File: src/design/stec_pkg.sv
// Shared types and operation codes for the sorted table equal-count block.
package stec_pkg;

   localparam int VALUE_W = 32;
   localparam int COUNT_W = 9;

   typedef enum logic [1:0] {
      OP_CLEAR  = 2'd0,
      OP_INSERT = 2'd1,
      OP_COUNT  = 2'd2,
      OP_NONE   = 2'd3
   } op_type;

   // One transaction as it travels down the cell chain.
   typedef struct packed {
      logic                       valid;
      op_type                     op;
      logic signed [VALUE_W-1:0]  value;
      logic [COUNT_W-1:0]         match_count;
      logic                       status;
   } item_type;

endpackage

File: src/design/stec_cell.sv
// One table cell: holds a single entry and processes the transaction passing through it.
module stec_cell #(
   parameter int TABLE_DEPTH = 256,
   parameter int INDEX       = 0
) (
   input  logic                                  clock,
   input  logic                                  reset,
   input  logic                                  advance,
   input  stec_pkg::item_type                    item_in,
   input  logic [$clog2(TABLE_DEPTH+1)-1:0]      fill_in,
   output stec_pkg::item_type                    item_out,
   output logic [$clog2(TABLE_DEPTH+1)-1:0]      fill_out
);
   import stec_pkg::*;

   localparam int FILL_W = $clog2(TABLE_DEPTH + 1);
   localparam logic [FILL_W-1:0] CELL_INDEX = FILL_W'(INDEX);

   logic signed [VALUE_W-1:0] entry_ff;
   logic signed [VALUE_W-1:0] entry_in;
   item_type                  item_ff;
   item_type                  item_next_in;
   logic [FILL_W-1:0]         fill_ff;
   logic                      is_live;
   logic                      at_end;

   // The fill snapshot travels with the transaction, so this cell sees the
   // table size that was current when the transaction entered the chain.
   assign is_live = CELL_INDEX < fill_in;
   assign at_end  = CELL_INDEX == fill_in;

   always_comb begin
      item_next_in = item_in;
      entry_in     = entry_ff;
      if (item_in.valid) begin
         case (item_in.op)
            OP_INSERT: begin
               // A larger live entry is displaced and carried on to the next cell.
               if (is_live && (entry_ff > item_in.value)) begin
                  entry_in           = item_in.value;
                  item_next_in.value = entry_ff;
               end else if (at_end) begin
                  entry_in = item_in.value;
               end
            end
            OP_COUNT: begin
               if (is_live && (entry_ff == item_in.value)) begin
                  item_next_in.match_count = item_in.match_count + COUNT_W'(1);
               end
            end
            default: begin
            end
         endcase
      end
   end

   always_ff @(posedge clock) begin
      if (advance) begin
         entry_ff <= entry_in;
         fill_ff  <= fill_in;
      end
      if (reset) begin
         item_ff <= '0;
      end else if (advance) begin
         item_ff <= item_next_in;
      end
   end

   assign item_out = item_ff;
   assign fill_out = fill_ff;

endmodule

File: config.mk
export PLATFORM = sky130hd
export DESIGN_NAME = stec_cell
export DESIGN_NICKNAME = d
export VERILOG_FILES = /design/src/design/stec_pkg.sv /design/src/design/stec_cell.sv
export SDC_FILE = /design/constraint.sdc
export NUM_CORES = 1
export LEC_CHECK = 0
export BUFFER_PORTS_ARGS = -buffer_cell sky130_fd_sc_hd__buf_4
export CAP_MARGIN = 20
export CORE_UTILIZATION = 45
export CTS_BUF_LIST = sky130_fd_sc_hd__clkbuf_2
export DETAILED_ROUTE_END_ITERATION = 8
export PLACE_DENSITY = 0.77
export SLEW_MARGIN = 20
export SYNTH_ARGS = -nofsm -noshare
export SYNTH_HDL_FRONTEND = slang
export SYNTH_SLANG_ARGS = --single-unit
File: constraint.sdc
create_clock -name clock -period 4.29 [get_ports clock]
set_input_delay 0 -clock clock [delete_from_list [all_inputs] [get_ports clock]]
set_output_delay 0 -clock clock [all_outputs]
set_load 0.1 [all_outputs]
# Word level (Yosys, flattened, before mapping)
# Cells that the tools add are included.
# Widths: inputs -> output; s select.
[totals] register_bits=86 in_bits=57 output_inout_bits=54 elab_cells=25
[classes] addsub=1 order_cmp=2 eq_ne=3 mux=7 reduce_logical=5
[op_table] op="$mux 32" n=4
[op_table] op="$mux 41" n=1
[op_table] op="$eq 32x32->1" n=1
[op_table] op="$gt 32x32->1" n=1
[op_table] op="$mux 9" n=2
[op_table] op="$add 9x1->9 const B" n=1
[op_table] op="$logic_not 9->1" n=1
[op_table] op="$lt 1x9->1 const A" n=1
[op_table] op="$reduce_and 4->1" n=1
[op_table] op="$eq 2x1->1 const B" n=1
[op_table] op="$eq 2x2->1 const B" n=1
[op_table] op="$logic_and 1x1->1" n=2
[op_table] op="$reduce_bool 2->1" n=1

# Logic depth before layout (Yosys ltp)
[logic_depth] word_depth=5 mapped_depth=11 ltp_nobuf=9

# Worst setup path after synthesis
# No wires, ideal clock.
[synth_timing] kind="register to register" startpoint="register entry_ff[14]" endpoint="register entry_ff[0], enable pin" setup_ns=0.432 arrival_time_ns=3.545 required_ns=3.858 path_slack_ns=0.313 path_stages_with_launch=10 path_buffers=2 period_less_slack_ns=3.977 cell_sequence="edfxtp_1 ha_1 nand4_2 nor4_4 a21boi_2 o31a_1 o211ai_2 buf_6 clkbuf_1 a21oi_1"
[synth_via] elab_chain_cells=4
[synth_lines] element="from (decl)" line="stec_cell.sv:19" source="logic signed [VALUE_W-1:0] entry_ff;"
[synth_lines] element="from (signal assigned)" line="stec_cell.sv:59" source="entry_ff <= entry_in;"
[synth_lines] element="$gt 32x32->1" line="stec_cell.sv:39" source="if (is_live && (entry_ff > item_in.value)) begin"
[synth_lines] element="$logic_and 1x1->1" line="stec_cell.sv:39"
[synth_lines] element="$reduce_bool 2->1 (no source line)"
[synth_lines] element="$reduce_and 4->1 (no source line)"
# No other way between the ends.
# A chain may end at the register's enable or synchronous reset.

# Worst setup path in the final report
[layout_timing] startpoint="register entry_ff[23]" endpoint="register item_ff, in the netlist item_out[4]"
[layout_via] elab_chain_cells=5
[layout_lines] element="$eq 32x32->1" line="stec_cell.sv:47" source="if (is_live && (entry_ff == item_in.value)) begin"
[layout_lines] element="$logic_and 1x1->1" line="stec_cell.sv:47"
[layout_lines] element="$mux 9" line="stec_cell.sv:47"
[layout_lines] element="$mux 9" line="stec_cell.sv:36" source="case (item_in.op)"
[layout_lines] element="$mux 41" line="stec_cell.sv:35" source="if (item_in.valid) begin"
[layout_lines] element="to (signal assigned)" line="stec_cell.sv:65" source="item_ff <= item_next_in;"
[layout_lines] element="to (decl)" line="stec_cell.sv:21" source="item_type item_ff;"
# No other way between the ends.

==> qor_table.md <==
| Parameter | Reported | Unit |
|:---|:---|:---|
| Worst-path clk slew | 0.25 | ns |
| Fraction of layout instances using a drive strength above 1 | 23.7 | % |
| Number of rows created at floorplan | 35 | - |
| Cts-stage hold buffer count | 68 | - |
| Routed wire per std cell | 14.9 | um |
| Buffers on Ports | 110 | - |
| Synth Net Count | 538 | - |
| Critical path fanouts, max | 10 | - |
| Unrepaired setup endpoints after global routing | no | - |
| Post-Place Worst Slack | 1.02 | ns |
| Vias per cell | 5.26 | - |
| Worst hold-check path type | in2reg | - |
| Worst slew margin | 29.2 | % |
| Part of the Yosys area used for sequential elements | 47.7 | % |
| Worst Path Buf+Inv | 2 | - |
| Overall routed net length | 11.1 | mm |
| TritonCTS clock tree | built | - |
| Series of cell instances along the critical path | ha_1, nand4_1, nor3_1, nand4_2, or3_1, dlygate4sd3_1, a311oi_1, dlygate4sd3_1 | - |
| Overall track demand over capacity in global routing | 22.6 | % |
| Critical Setup Path Class | reg2reg | - |
| Post-route cell area | 6160 | sq um |
| Clock Tree Root | sky130_fd_sc_hd__clkbuf_2 | - |
| Critical path required time | 4.78 | ns |
| Number of gates on the worst path with buffers counted | 8 | - |
| Crit path DAT | 4.13 | ns |
| Final net count | 701 | - |
| Average cell area after synthesis | 9.97 | sq um |
| Total vias in the final route | 3921 | - |
| Clk_skew | 0.0310 | ns |
| Post-synth top area share | 27.6 | % |
| Setup Viol. Count Final | 0 | - |
| Yosys warns | 0 | - |
| Clock period minus worst slack | 3.64 | ns |
| Max-slew violation total from the final report | 0 | - |
| Slew at the pin with the worst max-slew slack | 1.06 | ns |
| FMAX | 0.275 | GHz |
| Number of clock sinks | 86 | - |
| Core area | 9420 | sq um |
| Gates resized, CTS repair | 0 | - |
| Iteration-0 DRC Markers | 166 | - |
| Cell with the largest stage delay on the worst path | sky130_fd_sc_hd__dlygate4sd3_1 | - |
| Area grow syn2layout | 37.9 | % |
| Weighted congestion at the end of routability-driven global placement | 0.750 | - |
| Peak VDD IR | 0.000226 | V |
| Half-perimeter wire length after detailed placement | 6.79 | mm |
| Area leader, netlist | sky130_fd_sc_hd__edfxtp_1 | - |
| Y dimension of the die | 102 | um |
| Instance count along the most critical hold path | 3 | - |
| Level count of the clock H-tree | 3 | - |
| Vias in the first global route | 3934 | - |
| Gate Count Post-Synth | 448 | - |
| Total standard cell area after synthesis | 4470 | sq um |
| Inserted Diodes | 0 | - |
| Crit path launch type | register | - |
| Register-to-register setup slack | 0.65 | ns |
| Number of distinct library cell variants in the gate-level netlist after synthesis | 43 | - |
| Cell Count, Final, Fillers Out | 745 | - |
| Leakage | 2.69 | nW |
| Clock latency of the later-clocked register in the worst-skew pair | 0.54 | ns |
| Global-route wire length before repair | 18.3 | mm |
| MaxCap Viol Count | 0 | - |
| Post-route setup TNS | 0 | ns |
| Filler cell count | 784 | - |
| Placed instance count | 661 | - |
| Number of hold-slack violations in the final timing report | 0 | - |
| Crit-path most repeated cell | sky130_fd_sc_hd__dlygate4sd3_1 | - |
| Final cycle utilization of the critical path | 84.8 | % |
| Largest stage delay on the critical path | 0.59 | ns |
| Clock buffers created by TritonCTS | 9 | - |
| Critical Path Sink Type | register | - |
| Initial Util | 47.4 | % |
| DRC viols | 0 | - |
| Total power divided by cell area | 317 | nW/um^2 |
| Maximum clock insertion buffer count | 2 | - |
| Result of the run | finished, final reports clean | - |
| Flops & latches, synth | 86 | - |
| Min setup slack post-route | 0.653 | ns |
| Sum of overflow across all layers after global routing | 0 | - |
| Top cell family by delay on the critical path | simple AND/OR/NAND/NOR gates | - |
| Full die area | 10300 | sq um |
| Largest net degree at the start of global routing | 96 | - |
| Leading post-synthesis cells by cell area | sky130_fd_sc_hd__edfxtp_1 (28%), sky130_fd_sc_hd__dfxtp_1 (20%), sky130_fd_sc_hd__ha_1 (9.2%) | - |
| Residual antenna-violating net count after detailed routing | 0 | - |
| Setup Buffers After CTS | 0 | - |
| Number of cells on the worst reg-to-reg path | 8 | - |
| 1st-pass router iterations | 4 | - |
| Antenna violations before repair | 0 | - |
| Die extent in x | 102 | um |
| Placed cell areas | 5350 | sq um |
| Number of top-level pins | 111 | - |
cells by family (layout without fill, tap and decap cells):
logic type	count (synthesis)	count (layout)	synth area share [%]
adder cells (fa/ha/maj)	33	33	9.25
XOR/XNOR	5	5	0.981
AND/OR/NAND/NOR	88	88	9.50
multiplexers	6	6	1.37
AO/OA/AOI/OAI	136	136	22.6
buffers and inverters	94	262	8.60
flip-flops	86	86	47.7
layout make-up:
cell class | instances | area [sq um] | share of cell area (%)
clock buffers | 9 | 45.0 | 0.731
clock inverters | 7 | 73.8 | 1.20
inverters | 66 | 248 | 4.02
multi-input cells | 268 | 1980 | 32.1
flip-flops and latches | 86 | 2130 | 34.6
well taps | 129 | 161 | 2.62
repair buffers | 180 | 1520 | 24.7
final timing paths:
path / from / endpoint
worst max-delay path: entry_ff[23] / item_out[4]
worst min-delay path: advance / entry_ff[12]
worst max register to register: entry_ff[23] / item_out[4]
worst min register to register: item_out[36] / item_out[36]
cells in the mapped netlist:
cell / number
sky130_fd_sc_hd__a21o_1: 4
sky130_fd_sc_hd__nand3_1: 7
sky130_fd_sc_hd__a31oi_1: 1
sky130_fd_sc_hd__mux2_1: 1
sky130_fd_sc_hd__buf_1: 1
sky130_fd_sc_hd__a311oi_1: 3
sky130_fd_sc_hd__o22ai_1: 1
sky130_fd_sc_hd__a211oi_2: 10
sky130_fd_sc_hd__o21ai_0: 32
sky130_fd_sc_hd__nand4bb_1: 1
sky130_fd_sc_hd__edfxtp_1: 41
sky130_fd_sc_hd__o211ai_2: 1
sky130_fd_sc_hd__nor4_1: 1
sky130_fd_sc_hd__a21boi_2: 1
sky130_fd_sc_hd__a211oi_1: 28
sky130_fd_sc_hd__o31a_1: 33
sky130_fd_sc_hd__nor3b_1: 1
sky130_fd_sc_hd__nor2b_1: 1
sky130_fd_sc_hd__o21ai_1: 6
sky130_fd_sc_hd__nand4_1: 5
sky130_fd_sc_hd__inv_1: 65
sky130_fd_sc_hd__buf_2: 1
sky130_fd_sc_hd__clkbuf_1: 22
sky130_fd_sc_hd__a221oi_2: 1
sky130_fd_sc_hd__clkinv_1: 1
sky130_fd_sc_hd__and4_1: 1
sky130_fd_sc_hd__nand4_2: 2
sky130_fd_sc_hd__o21a_1: 1
sky130_fd_sc_hd__xor2_1: 3
sky130_fd_sc_hd__ha_1: 33
sky130_fd_sc_hd__a221o_1: 1
sky130_fd_sc_hd__a21oi_1: 12
sky130_fd_sc_hd__nor2_1: 49
sky130_fd_sc_hd__buf_6: 4
sky130_fd_sc_hd__nand2_1: 11
sky130_fd_sc_hd__xnor2_1: 2
sky130_fd_sc_hd__nor3_1: 4
sky130_fd_sc_hd__nor4_4: 1
sky130_fd_sc_hd__o211ai_1: 1
sky130_fd_sc_hd__mux2i_1: 5
sky130_fd_sc_hd__nand3b_1: 1
sky130_fd_sc_hd__dfxtp_1: 45
sky130_fd_sc_hd__or3_1: 3
through the flow:
| stage | utilization (%) | hold slack (ns) | total power [mW] |
|---|---|---|---|
| floorplan | - | 0.0989 | 1.35 |
| global placement | 56.9 | 0.188 | 1.48 |
| detailed placement | 56.9 | 0.189 | 1.49 |
| CTS | 65.4 | 0.0322 | 1.96 |
| global route | 65.4 | 0.0491 | 2.03 |
| finish | 65.4 | 0.0904 | 1.95 |
layout by cell type, fill, tap and decap left out, types with 4 or more instances in the layout:
cell / count
sky130_fd_sc_hd__a211oi_1: 28
sky130_fd_sc_hd__a211oi_2: 10
sky130_fd_sc_hd__a21o_1: 4
sky130_fd_sc_hd__a21oi_1: 11
sky130_fd_sc_hd__buf_4: 112
sky130_fd_sc_hd__clkbuf_2: 9
sky130_fd_sc_hd__clkinvlp_4: 4
sky130_fd_sc_hd__dfxtp_1: 45
sky130_fd_sc_hd__dlygate4sd3_1: 68
sky130_fd_sc_hd__edfxtp_1: 41
sky130_fd_sc_hd__ha_1: 33
sky130_fd_sc_hd__inv_1: 65
sky130_fd_sc_hd__mux2i_1: 5
sky130_fd_sc_hd__nand2_1: 10
sky130_fd_sc_hd__nand3_1: 7
sky130_fd_sc_hd__nand4_1: 5
sky130_fd_sc_hd__nor2_1: 49
sky130_fd_sc_hd__nor3_1: 4
sky130_fd_sc_hd__o21ai_0: 32
sky130_fd_sc_hd__o21ai_1: 6
sky130_fd_sc_hd__o31a_1: 33
worst register-to-register path, stage by stage, from the launching register on:
cell,delay (ns)
sky130_fd_sc_hd__edfxtp_1,0.44
sky130_fd_sc_hd__ha_1,0.32
sky130_fd_sc_hd__nand4_1,0.15
sky130_fd_sc_hd__nor3_1,0.46
sky130_fd_sc_hd__nand4_2,0.36
sky130_fd_sc_hd__or3_1,0.44
sky130_fd_sc_hd__dlygate4sd3_1,0.57
sky130_fd_sc_hd__a311oi_1,0.28
sky130_fd_sc_hd__dlygate4sd3_1,0.59
flip-flops by register name, indices dropped and copies added (netlist names):
signal    cells
entry_ff     32
item_out     45
fill_out      9
layer usage:
metal | part of all wire [%] | global-route usage (%) | vias up
met4 | 1.1 | 6.35 | 0
met3 | 6.5 | 6.97 | 12
met2 | 48 | 38.8 | 111
li1 | - | - | 1930
met1 | 44 | 27.2 | 1868
met5 | 0 | 0 | -
where the power goes:
part           leakage, nW  internal, mW  total [mW]  switching, mW
Combinational         1.88         0.182       0.604          0.422
Sequential           0.751         0.902       0.923         0.0209
Clock               0.0605         0.134       0.427          0.293
Note: power is estimated with default switching activity, not from simulation.
